<file path="src/rtl/core/ise_pkg.sv">
// ----------------------------------------------------------------------------
// ise_pkg
// Shared constants and types of the insertion sort engine.
// ----------------------------------------------------------------------------
package ise_pkg;

    localparam int MAX_ITEMS = 64;
    localparam int DATA_W    = 32;
    localparam int IDX_W     = $clog2(MAX_ITEMS);
    localparam int CNT_W     = $clog2(MAX_ITEMS + 1);
    localparam int SHIFT_W   = 11;

    localparam logic [SHIFT_W-1:0] SHIFT_LIMIT = {SHIFT_W{1'b1}};

    typedef logic signed [DATA_W-1:0] data_t;
    typedef logic [IDX_W-1:0]         idx_t;
    typedef logic [CNT_W-1:0]         cnt_t;
    typedef logic [SHIFT_W-1:0]       shift_t;

    typedef enum logic [2:0] {
        ST_IDLE,
        ST_SCAN,
        ST_PLACE,
        ST_EMIT_RD,
        ST_EMIT_LD,
        ST_EMIT_HOLD
    } state_t;

    // Controls for the store memory, sent from the sequencer.
    typedef struct packed {
        logic  wr_en;
        idx_t  wr_addr;
        data_t wr_data;
        logic  rd_en;
        idx_t  rd_addr;
    } mem_ctl_t;

endpackage

</file>
<file path="src/rtl/core/ise_if.sv">
// ----------------------------------------------------------------------------
// ise_in_if / ise_out_if
// Valid/ready channels for incoming values and outgoing sorted words.
// ----------------------------------------------------------------------------
interface ise_in_if;
    import ise_pkg::*;

    logic  valid;
    logic  ready;
    data_t value;
    logic  last;

    modport source (output valid, output value, output last, input ready);
    modport sink   (input valid, input value, input last, output ready);
endinterface

interface ise_out_if;
    import ise_pkg::*;

    logic   valid;
    logic   ready;
    data_t  sorted_value;
    logic   last_out;
    shift_t shift_count;
    logic   overflow;

    modport source (output valid, output sorted_value, output last_out,
                    output shift_count, output overflow, input ready);
    modport sink   (input valid, input sorted_value, input last_out,
                    input shift_count, input overflow, output ready);
endinterface

</file>
<file path="src/rtl/core/insertion_sort_engine.sv">
// ----------------------------------------------------------------------------
// insertion_sort_engine
// Stable insertion sort of one set of signed words held in a 64-entry RAM.
// ----------------------------------------------------------------------------
// Insertion scans down from the top: each scan step moves one larger entry up
// into the hole and reads the next one below, and the word fills the last hole.
// A word that arrives with the store full is dropped and sets the overflow flag.
// After the last word, each result is read, loaded and held until taken, and
// only then is the next one read. Reset clears the sequencer, last flag, hole,
// fill count, shift total, overflow flag, emit index and output valid bit; the
// RAM contents are not cleared, since only filled entries are ever read.
// ----------------------------------------------------------------------------
module insertion_sort_engine (
    input  logic clk,
    input  logic rst_n,
    ise_in_if.sink    samples,
    ise_out_if.source results
);
    import ise_pkg::*;

    // Sequencer state and the word being inserted.
    state_t state_reg, state_next;
    data_t  key_reg,   key_next;
    logic   last_reg,  last_next;

    // pos_reg is the hole that the key will fill; it walks down during the scan.
    cnt_t   pos_reg,   pos_next;
    cnt_t   fill_reg,  fill_next;
    shift_t shift_reg, shift_next;
    logic   ovf_reg,   ovf_next;
    idx_t   emit_reg,  emit_next;

    // Output register. The valid bit is control, the payload needs no reset.
    logic   out_valid_reg, out_valid_next;
    data_t  out_value_reg, out_value_next;
    logic   out_last_reg,  out_last_next;
    shift_t out_shift_reg, out_shift_next;
    logic   out_ovf_reg,   out_ovf_next;

    mem_ctl_t         mem_ctl;
    logic [DATA_W-1:0] rd_data;
    logic              greater;
    logic              in_fire;
    logic              out_fire;
    logic              emit_final;
    cnt_t              pos_m1;
    cnt_t              pos_m2;
    cnt_t              fill_m1;
    shift_t            shift_inc;

    ise_ram #(
        .DEPTH (MAX_ITEMS),
        .WIDTH (DATA_W)
    ) u_store (
        .clk     (clk),
        .wr_en   (mem_ctl.wr_en),
        .wr_addr (mem_ctl.wr_addr),
        .wr_data (mem_ctl.wr_data),
        .rd_en   (mem_ctl.rd_en),
        .rd_addr (mem_ctl.rd_addr),
        .rd_data (rd_data)
    );

    assign samples.ready        = (state_reg == ST_IDLE);
    assign in_fire              = samples.valid && samples.ready;
    assign out_fire             = results.valid && results.ready;

    assign results.valid        = out_valid_reg;
    assign results.sorted_value = out_value_reg;
    assign results.last_out     = out_last_reg;
    assign results.shift_count  = out_shift_reg;
    assign results.overflow     = out_ovf_reg;

    assign pos_m1     = pos_reg - cnt_t'(1);
    assign pos_m2     = pos_reg - cnt_t'(2);
    assign fill_m1    = fill_reg - cnt_t'(1);
    assign shift_inc  = (shift_reg == SHIFT_LIMIT) ? shift_reg : shift_reg + shift_t'(1);

    // The read data in the scan state is always the entry just below the hole.
    assign greater    = $signed(rd_data) > key_reg;
    assign emit_final = ({1'b0, emit_reg} == fill_m1);

    // Next state.
    always_comb
    begin
        state_next = state_reg;
        unique case (state_reg)
            ST_IDLE:
            begin
                if (in_fire)
                begin
                    if (fill_reg == cnt_t'(MAX_ITEMS))
                    begin
                        state_next = samples.last ? ST_EMIT_RD : ST_IDLE;
                    end
                    else if (fill_reg == cnt_t'(0))
                    begin
                        state_next = ST_PLACE;
                    end
                    else
                    begin
                        state_next = ST_SCAN;
                    end
                end
            end
            ST_SCAN:
            begin
                if (greater)
                begin
                    // The hole has reached the bottom: nothing left to compare.
                    if (pos_reg == cnt_t'(1))
                    begin
                        state_next = ST_PLACE;
                    end
                end
                else
                begin
                    state_next = last_reg ? ST_EMIT_RD : ST_IDLE;
                end
            end
            ST_PLACE:
            begin
                state_next = last_reg ? ST_EMIT_RD : ST_IDLE;
            end
            ST_EMIT_RD:
            begin
                state_next = ST_EMIT_LD;
            end
            ST_EMIT_LD:
            begin
                state_next = ST_EMIT_HOLD;
            end
            ST_EMIT_HOLD:
            begin
                if (out_fire)
                begin
                    state_next = emit_final ? ST_IDLE : ST_EMIT_LD;
                end
            end
            default:
            begin
                state_next = ST_IDLE;
            end
        endcase
    end

    // Memory controls. A shift writes the hole and reads two below it, so the
    // read never meets the write of the same cycle.
    always_comb
    begin
        mem_ctl.wr_en   = 1'b0;
        mem_ctl.wr_addr = pos_reg[IDX_W-1:0];
        mem_ctl.wr_data = key_reg;
        mem_ctl.rd_en   = 1'b0;
        mem_ctl.rd_addr = pos_m1[IDX_W-1:0];
        unique case (state_reg)
            ST_IDLE:
            begin
                if (in_fire && (fill_reg != cnt_t'(MAX_ITEMS)) && (fill_reg != cnt_t'(0)))
                begin
                    mem_ctl.rd_en   = 1'b1;
                    mem_ctl.rd_addr = fill_m1[IDX_W-1:0];
                end
            end
            ST_SCAN:
            begin
                mem_ctl.wr_en = 1'b1;
                if (greater)
                begin
                    mem_ctl.wr_data = rd_data;
                    if (pos_reg != cnt_t'(1))
                    begin
                        mem_ctl.rd_en   = 1'b1;
                        mem_ctl.rd_addr = pos_m2[IDX_W-1:0];
                    end
                end
            end
            ST_PLACE:
            begin
                mem_ctl.wr_en = 1'b1;
            end
            ST_EMIT_RD:
            begin
                mem_ctl.rd_en   = 1'b1;
                mem_ctl.rd_addr = emit_reg;
            end
            ST_EMIT_LD:
            begin
                mem_ctl.rd_en = 1'b0;
            end
            ST_EMIT_HOLD:
            begin
                // Fetch the next word as soon as the current one is taken.
                if (out_fire && !emit_final)
                begin
                    mem_ctl.rd_en   = 1'b1;
                    mem_ctl.rd_addr = emit_reg + idx_t'(1);
                end
            end
            default:
            begin
                mem_ctl.rd_en = 1'b0;
            end
        endcase
    end

    // Datapath and bookkeeping registers.
    always_comb
    begin
        key_next       = key_reg;
        last_next      = last_reg;
        pos_next       = pos_reg;
        fill_next      = fill_reg;
        shift_next     = shift_reg;
        ovf_next       = ovf_reg;
        emit_next      = emit_reg;
        out_valid_next = out_valid_reg;
        out_value_next = out_value_reg;
        out_last_next  = out_last_reg;
        out_shift_next = out_shift_reg;
        out_ovf_next   = out_ovf_reg;

        case (state_reg)
            ST_IDLE:
            begin
                if (in_fire)
                begin
                    key_next  = samples.value;
                    last_next = samples.last;
                    pos_next  = fill_reg;
                    if (fill_reg == cnt_t'(MAX_ITEMS))
                    begin
                        ovf_next = 1'b1;
                    end
                end
            end
            ST_SCAN:
            begin
                if (greater)
                begin
                    pos_next   = pos_m1;
                    shift_next = shift_inc;
                end
                else
                begin
                    fill_next = fill_reg + cnt_t'(1);
                end
            end
            ST_PLACE:
            begin
                fill_next = fill_reg + cnt_t'(1);
            end
            ST_EMIT_LD:
            begin
                out_valid_next = 1'b1;
                out_value_next = $signed(rd_data);
                out_last_next  = emit_final;
                out_shift_next = shift_reg;
                out_ovf_next   = ovf_reg;
            end
            ST_EMIT_HOLD:
            begin
                if (out_fire)
                begin
                    out_valid_next = 1'b0;
                    if (emit_final)
                    begin
                        // The set is complete: start the next one from empty.
                        fill_next  = cnt_t'(0);
                        shift_next = shift_t'(0);
                        ovf_next   = 1'b0;
                        emit_next  = idx_t'(0);
                    end
                    else
                    begin
                        emit_next = emit_reg + idx_t'(1);
                    end
                end
            end
            default:
            begin
                emit_next = emit_reg;
            end
        endcase
    end

    always_ff @(posedge clk or negedge rst_n)
    begin
        if (!rst_n)
        begin
            state_reg     <= ST_IDLE;
            last_reg      <= 1'b0;
            pos_reg       <= cnt_t'(0);
            fill_reg      <= cnt_t'(0);
            shift_reg     <= shift_t'(0);
            ovf_reg       <= 1'b0;
            emit_reg      <= idx_t'(0);
            out_valid_reg <= 1'b0;
        end
        else
        begin
            state_reg     <= state_next;
            last_reg      <= last_next;
            pos_reg       <= pos_next;
            fill_reg      <= fill_next;
            shift_reg     <= shift_next;
            ovf_reg       <= ovf_next;
            emit_reg      <= emit_next;
            out_valid_reg <= out_valid_next;
        end
    end

    always_ff @(posedge clk)
    begin
        key_reg       <= key_next;
        out_value_reg <= out_value_next;
        out_last_reg  <= out_last_next;
        out_shift_reg <= out_shift_next;
        out_ovf_reg   <= out_ovf_next;
    end

endmodule

</file>
<file path="src/rtl/core/ise_ram.sv">
// ----------------------------------------------------------------------------
// ise_ram
// Simple dual-port RAM: one write port, one read port, registered read data.
// ----------------------------------------------------------------------------
module ise_ram #(
    parameter int DEPTH = 64,
    parameter int WIDTH = 32
) (
    input  logic                     clk,
    input  logic                     wr_en,
    input  logic [$clog2(DEPTH)-1:0] wr_addr,
    input  logic [WIDTH-1:0]         wr_data,
    input  logic                     rd_en,
    input  logic [$clog2(DEPTH)-1:0] rd_addr,
    output logic [WIDTH-1:0]         rd_data
);

    logic [WIDTH-1:0] mem [DEPTH];

    always_ff @(posedge clk)
    begin
        if (wr_en)
        begin
            mem[wr_addr] <= wr_data;
        end
    end

    always_ff @(posedge clk)
    begin
        if (rd_en)
        begin
            rd_data <= mem[rd_addr];
        end
    end

endmodule

</file>
<file path="src/flat_wrapper.sv">
// flat-port wrapper written by rule: the top's interface ports become plain ports
module insertion_sort_engine_flat import ise_pkg::*;
  (clk, rst_n, samples_valid, samples_value, samples_last, samples_ready, results_valid, results_sorted_value, results_last_out, results_shift_count, results_overflow, results_ready);
  ise_in_if samples_i ();
  ise_out_if results_i ();
  input  logic clk;
  input  logic rst_n;
  input wire logic [$bits(samples_i.valid)-1:0] samples_valid;
  input wire logic [$bits(samples_i.value)-1:0] samples_value;
  input wire logic [$bits(samples_i.last)-1:0] samples_last;
  output wire logic [$bits(samples_i.ready)-1:0] samples_ready;
  output wire logic [$bits(results_i.valid)-1:0] results_valid;
  output wire logic [$bits(results_i.sorted_value)-1:0] results_sorted_value;
  output wire logic [$bits(results_i.last_out)-1:0] results_last_out;
  output wire logic [$bits(results_i.shift_count)-1:0] results_shift_count;
  output wire logic [$bits(results_i.overflow)-1:0] results_overflow;
  input wire logic [$bits(results_i.ready)-1:0] results_ready;
  assign samples_i.valid = samples_valid;
  assign samples_i.value = samples_value;
  assign samples_i.last = samples_last;
  assign samples_ready = samples_i.ready;
  assign results_valid = results_i.valid;
  assign results_sorted_value = results_i.sorted_value;
  assign results_last_out = results_i.last_out;
  assign results_shift_count = results_i.shift_count;
  assign results_overflow = results_i.overflow;
  assign results_i.ready = results_ready;
  insertion_sort_engine u_core (.clk(clk), .rst_n(rst_n), .samples(samples_i), .results(results_i));
endmodule
</file>
<file path="config.mk">
export PLATFORM = sky130hd
export DESIGN_NAME = insertion_sort_engine_flat
export DESIGN_NICKNAME = d
export VERILOG_FILES = /design/src/rtl/core/ise_pkg.sv /design/src/rtl/core/ise_if.sv /design/src/rtl/core/insertion_sort_engine.sv /design/src/rtl/core/ise_ram.sv /design/src/flat_wrapper.sv
export SDC_FILE = /design/constraint.sdc
export NUM_CORES = 2
export LEC_CHECK = 0
export ABC_AREA = 1
export BUFFER_PORTS_ARGS = -buffer_cell sky130_fd_sc_hd__buf_2
export CAP_MARGIN = 20
export CORE_MARGIN = 5
export CORE_UTILIZATION = 50
export CTS_BUF_LIST = sky130_fd_sc_hd__clkbuf_4
export CTS_CLUSTER_DIAMETER = 50
export CTS_CLUSTER_SIZE = 28
export DETAILED_ROUTE_END_ITERATION = 8
export GPL_TIMING_DRIVEN = 0
export PLACE_DENSITY_LB_ADDON = 0.1
export RECOVER_POWER = 100
export SYNTH_ARGS = -nofsm -noshare
export SYNTH_HDL_FRONTEND = slang
export SYNTH_SLANG_ARGS = --single-unit
export TNS_END_PERCENT = 5
</file>
<file path="constraint.sdc">
create_clock -name clk -period 10 [get_ports clk]
set_input_delay 2 -clock clk [delete_from_list [all_inputs] [get_ports clk]]
set_output_delay 2 -clock clk [all_outputs]
set_load 0.02 [all_outputs]
</file>
* After elaboration in Yosys (flattened, before gate mapping) *
Memory sizes are Yosys's and may differ from the RTL's. A register that Yosys moved wholly into a read port is not among the register bits.
Cells that the tools add are included.

word-level totals
  input bits = 37
  output and inout bits = 47
  memories = 1
  register bits after elaboration = 114
  memory bits (writable) = 2048
  logic and storage cells = 103

cells by class
  $add $sub $neg = 6
  reduce and logical (&&, ||, !) cells = 23
  $lt $le $gt $ge = 1
  equality and inequality tests = 19
  multiplexer cells = 40

memories
  name                depth  bits a word  read ports  clocked after memory_dff  wr ports  line           source
  u_core.u_store.mem  64     32           1           1                         1         ise_ram.sv:18  logic [WIDTH-1:0] mem [DEPTH];

operators with widths
  operator                                           count
  two-way mux 7 bit                                  8
  two-way mux 11 bit                                 4
  two-way mux 39 bit                                 1
  greater-than comparator 32 bit                     1
  two-way mux 32 bit                                 1
  one-hot mux 6 bit (4 select lines)                 1
  one-hot mux 11 bit (2 select lines)                1
  one-hot mux 7 bit (3 select lines)                 1
  two-way mux 3 bit                                  6
  one-hot mux 3 bit (6 select lines)                 1
  one-hot mux 7 bit (2 select lines)                 1
  subtractor 7 x 1 -> 7 bit (second input constant)  2
  adder 11 x 1 -> 11 bit (second input constant)     1
  == test 11 bit (second input constant)             1
  AND reduction 5 bit                                2
  two-way mux 1 bit                                  8
  != test 2 bit (second input constant)              4
  nonzero test 2 bit                                 4
  adder 7 x 1 -> 7 bit (second input constant)       1
  == test 6 x 7 -> 1 bit                             1
  == test 7 x 1 -> 1 bit (second input constant)     1
  == test 7 bit (second input constant)              1
  zero test 7 bit                                    1
  != test 7 x 1 -> 1 bit (second input constant)     1
  21 further kinds                                   35

* Longest topological paths before layout *
  word-level depth = 6
  depth in mapped cells = 30
  depth with buffers taken out = 27

* Hierarchy *
Synthesis repeated with hierarchy kept, for this count alone.

unflattened totals
  cells, all modules = 7508
  area, all modules = 89862.4 um2

modules (own cells, without submodules)
  module                 seq. area each (um2)  times used  area each (um2)  cells an instance
  ise_ram                62459.9               1           83058.4          6769
  insertion_sort_engine  3238.1                1           6804.0           739

* Least setup slack after synthesis *
OpenSTA, ideal clock, no wires.

  kind = input-to-reg
  start point = input samples_valid
  end point = register u_core.u_store.rd_data[0], read port of u_core.u_store.mem (data pin)
  buffers on the path = 3
  stages = 18
  library setup time = 0.253 ns
  path slack = 4.347 ns
  arrival time = 5.399 ns
  required time = 9.747 ns
  cells stage by stage = inv_1 nor2_1 nand2_1 nand2_1 o221ai_1 a21oi_2 nand2_2 buf_2 buf_2 buf_2 nand3_1 nand3_1 nand3_1 nand3_1 nand3_1 nand2_1 nand2_1 nand2_1

on the way
  longest elaborated chain between the ends = 5
  elaborated cells on any way between the ends = 6
  classes of those cells = mux: 3; reduce/logical: 3

RTL lines
  item                                                                                             line                          source
  start, declared                                                                                  flat_wrapper.sv:8             input wire logic [$bits(samples_i.valid)-1:0] samples_valid;
  logical AND 1 bit *                                                                              insertion_sort_engine.sv:65   assign in_fire = samples.valid && samples.ready;
  logical AND 1 bit * (2 in series)                                                                insertion_sort_engine.sv:159  if (in_fire && (fill_reg != cnt_t'(MAX_ITEMS)) && (fill_reg != cnt_t'(0)))
  two-way mux 7 bit *                                                                              insertion_sort_engine.sv:159
  one-hot mux 6 bit (4 select lines) / one-hot mux 1 bit (4 select lines) (equally long branches)  insertion_sort_engine.sv:156  unique case (state_reg)
  end, declared                                                                                    ise_ram.sv:15                 output logic [WIDTH-1:0] rd_data

Mark *: on every way between the ends. The rest lies on a longest branch, timed or not.
A chain may end at the register's enable or synchronous reset.

* Worst setup path after layout *
  start point = register u_core.state_reg[2]
  end point = register u_core.u_store.rd_data[7], read port of u_core.u_store.mem (data pin)

on the way
  longest elaborated chain between the ends = 6
  elaborated cells on any way between the ends = 10
  classes of those cells = eq/ne: 3; mux: 3; reduce/logical: 4

RTL lines
  item                                                                                             line                                                       source
  start, declared                                                                                  insertion_sort_engine.sv:22                                state_t state_reg, state_next;
  start signal, assigned                                                                           insertion_sort_engine.sv:302                               state_reg <= state_next;
  zero test 3 bit                                                                                  insertion_sort_engine.sv:64, insertion_sort_engine.sv:156
  logical AND 1 bit                                                                                insertion_sort_engine.sv:65
  logical AND 1 bit (2 in series)                                                                  insertion_sort_engine.sv:159
  two-way mux 7 bit                                                                                insertion_sort_engine.sv:159
  one-hot mux 6 bit (4 select lines) / one-hot mux 1 bit (4 select lines) (equally long branches)  insertion_sort_engine.sv:156

Parallel ways exist; a longest one is shown, timed or not.

==> flow_metrics.py <==
metrics = {
    "timing": {
        "setup_viol": 0,
        "rsz0062_at_grt": "false",
        "hold_viol": 0,
        "skew_ps": 106,
        "holdWs_ps": 481,
        "slew_headroom": -1.65,
        "max_freq_ghz": 0.129,
        "post-route-period-util": 0.778,
        "fin_crit_ps": 7780,
        "slew_violations": 3559,
        "worst_slew_pin_slew_ps": 3940,
    },
    "die": {
        "start_util": 0.503,
        "die_h_microns": 437,
        "dieArea_sq_mm": 0.191,
        "die_w_microns": 437,
        "pin_count": 84,
        "num_rows": 156,
        "core_sq_mm": 0.181,
    },
    "clocking": {
        "cts.sinks": 2194,
        "ctsResizeCount": 0,
        "clk-insertion-delay-late_ps": 1440,
        "cts_buffers": 193,
        "hold_buffers": 0,
        "cts_buffer_depth": 3,
        "cts_tree": "done",
        "htree_num_levels": 4,
        "clockRootBuffer": "clkbuf_4",
        "path_clk_slew_ps": 130,
        "cts_setup_buffers": 0,
    },
    "route": {
        "routed_wl_microns": 319000,
        "drtPass1Iterations": 6,
        "num_vias": 65800,
        "vias_per_cell": 6.23,
        "drt_iter0_markers": 9634,
        "wl_per_cell_microns": 30.2,
        "drc_errors": 0,
        "ant_nets": 0,
    },
    "critical_path": {
        "worst-path-max-fanout": 13,
        "slowest_stage": "clkbuf_1",
        "crit_chain": "nor2_1 -> nand2_1 -> nor2_1 -> nand2_1 -> o221ai_1 -> o21bai_1 -> a21oi_1 -> a21oi_1 -> clkbuf_1 -> clkbuf_1 -> nand3_1 -> nand3_1 -> nand3_1 -> nand3_1 -> nand2_1 -> nand2_1 -> nand2_1",
        "worst_r2r_endpoint": "u_core.u_store.rd_data[7]$_DFFE_PP_",
        "worstReg2RegStart": "u_core.state_reg[2]$_DFFE_PN0P_",
        "slowest_delay_ps": 1460,
        "end_kind": "flop",
        "rr_worst_depth": 17,
        "critical_path_class": "flop to flop",
        "startpoint_type": "flop",
        "crit_top_cell": "nand2_1",
        "critPathRequiredTime_ps": 11070,
        "worstPathArrival_ps": 8840,
        "r2r_slack_ps": 2220,
    },
    "hold_path": {
        "holdPathEnd": "u_core.results.shift_count[2]$_DFFE_PP_",
        "min-delay-start": "u_core.shift_reg[2]$_DFFE_PN0P_",
        "hp-class": "flop to flop",
        "worstHoldPathCells": 0,
    },
    "finish": {
        "nets": 8085,
        "fin_cells": 10600,
        "layout-drive-gt1-share": 0.0920,
        "fillCellCount": 15600,
        "syn2layout_area_growth_pct": 8.23,
        "largest_register_ffs": 2048,
        "top_register": "u_core.u_store.mem",
    },
    "global_route": {
        "grt_pass1_vias": 61200,
        "overflow": 0,
        "grt_max_degree": 38,
        "grt.total_usage": 0.327,
        "grt_pass1_wl_microns": 447000,
        "grt_antenna_before_repair": 21,
    },
    "yosys": {
        "synth_edf_count": 2157,
        "synth-main-ff-cell": "edfxtp_1",
        "yosysSeqAreaShare": 0.721,
        "synth_top_area_cell": "edfxtp_1",
        "ys_top_cells_by_count": "2,975 x nand3_1, 2,157 x edfxtp_1, 1,404 x nand2_1, 301 x buf_2, 198 x clkbuf_1",
        "ys_async_sr_fraction": 0.0169,
        "syn_nets": 7691,
        "postSynthCellCount": 7610,
        "synth_area_sq_mm": 0.0911,
        "synthTopCellsByArea": "edfxtp_1 71%, nand3_1 16%, nand2_1 5.8%",
        "ys_ff_latch": 2194,
        "synth_warnings": 0,
        "syn_avg_cell_area_sq_um": 12.0,
        "synth_top_cell_area_share": 0.711,
        "synth_most_common_cell": "nand3_1",
        "synth_cell_types": 49,
    },
    "place": {
        "routabilityCongestion": 0.958,
        "port_buffers": 83,
        "dpl.hpwl_microns": 222000,
        "place_inst": 10200,
    },
    "run_status": {
        "violations": "max-capacitance violations, max-slew violations",
        "outcome": "complete, but fails checks",
    },
    "run": {
        "max-cap-violations": 138,
    },
}
==> worst max-delay path, delay by kind of cell (launching register included) <==
kind	cells	cell delay, ps
compound gates	4	1880
simple gates	11	3020
flops	1	490
buf+inv	2	2020
==> cell type report <==
type	count	area [sq um]	area share
inverters	179	672	0.00682
repair buffers	199	1030	0.0104
clock buffers	207	1550	0.0158
flip-flops and latches	2194	65700	0.666
plain buffers	567	2630	0.0267
multi-input cells	4670	22100	0.224
diodes	14	35.0	0.000355
well taps	2370	2970	0.0301
clock inverters	160	1920	0.0195
==> cell usage in the layout, fill, tap and decap left out, drive strengths merged, types with 3 or more instances in the layout <==
cell and instances:
a21oi 33, buf 410, bufinv 19, clkbuf 563
clkinv 62, clkinvlp 23, dfrtp 37, diode 14
edfxtp 2157, ha 44, inv 235, nand2 1407
nand3 2976, nand4 9, nor2 57, nor3 22
nor3b 3, o211ai 4, o21a 3, o21ai 73
o221ai 3, o22ai 4, xor2 12
==> worst max-delay path by stage <==
stage,from,end,slack [ps],depth (start not counted)
2_1_floorplan,samples_valid,u_core.u_store.rd_data[0]$_DFFE_PP_,4350,18
3_3_place_gp,u_core.u_store.rd_data[27]$_DFFE_PP_,u_core.u_store.mem[60][18]$_DFFE_PP_,-3860,12
3_5_place_dp,samples_valid,u_core.u_store.rd_data[4]$_DFFE_PP_,3130,17
4_1_cts,u_core.fill_reg[0]$_DFFE_PN0P_,u_core.u_store.rd_data[4]$_DFFE_PP_,4140,22
5_1_grt,u_core.u_store.rd_data[31]$_DFFE_PP_,u_core.u_store.mem[14][8]$_DFFE_PP_,1980,17
6_report,u_core.state_reg[2]$_DFFE_PN0P_,u_core.u_store.rd_data[7]$_DFFE_PP_,2220,17
==> metal layers <==
layer  GRT usage  up-vias  part of all wire
li1            -    28600                 -
met1       0.455    32600              0.39
met4       0.168        2             0.067
met5           0        -          0.000059
met2       0.494     3923              0.44
met3      0.0658      693              0.11
==> cell families after synthesis <==
| group | share of synthesized area |
|---|---|
| simple gates | 0.227 |
| flops | 0.721 |
| buf+inv | 0.0363 |
| compound gates | 0.00826 |
| fa+ha+maj | 0.00604 |
| xor+xnor | 0.00135 |
==> per-stage QoR <==
stage / setup WS [ps] / TNS (ps) / util / area, sq um
2_1_floorplan: 4350 / 0 / - / 91100
3_3_place_gp: -3860 / -4117620 / 0.522 / 94500
3_5_place_dp: 3130 / 0 / 0.537 / 97200
4_1_cts: 4140 / 0 / 0.556 / 101000
5_1_grt: 1980 / 0 / 0.545 / 98600
6_report: 2220 / 0 / 0.545 / 98600
Power is not shown: default switching activity piles up to over one toggle a cycle in this logic, so the estimate is an artifact.
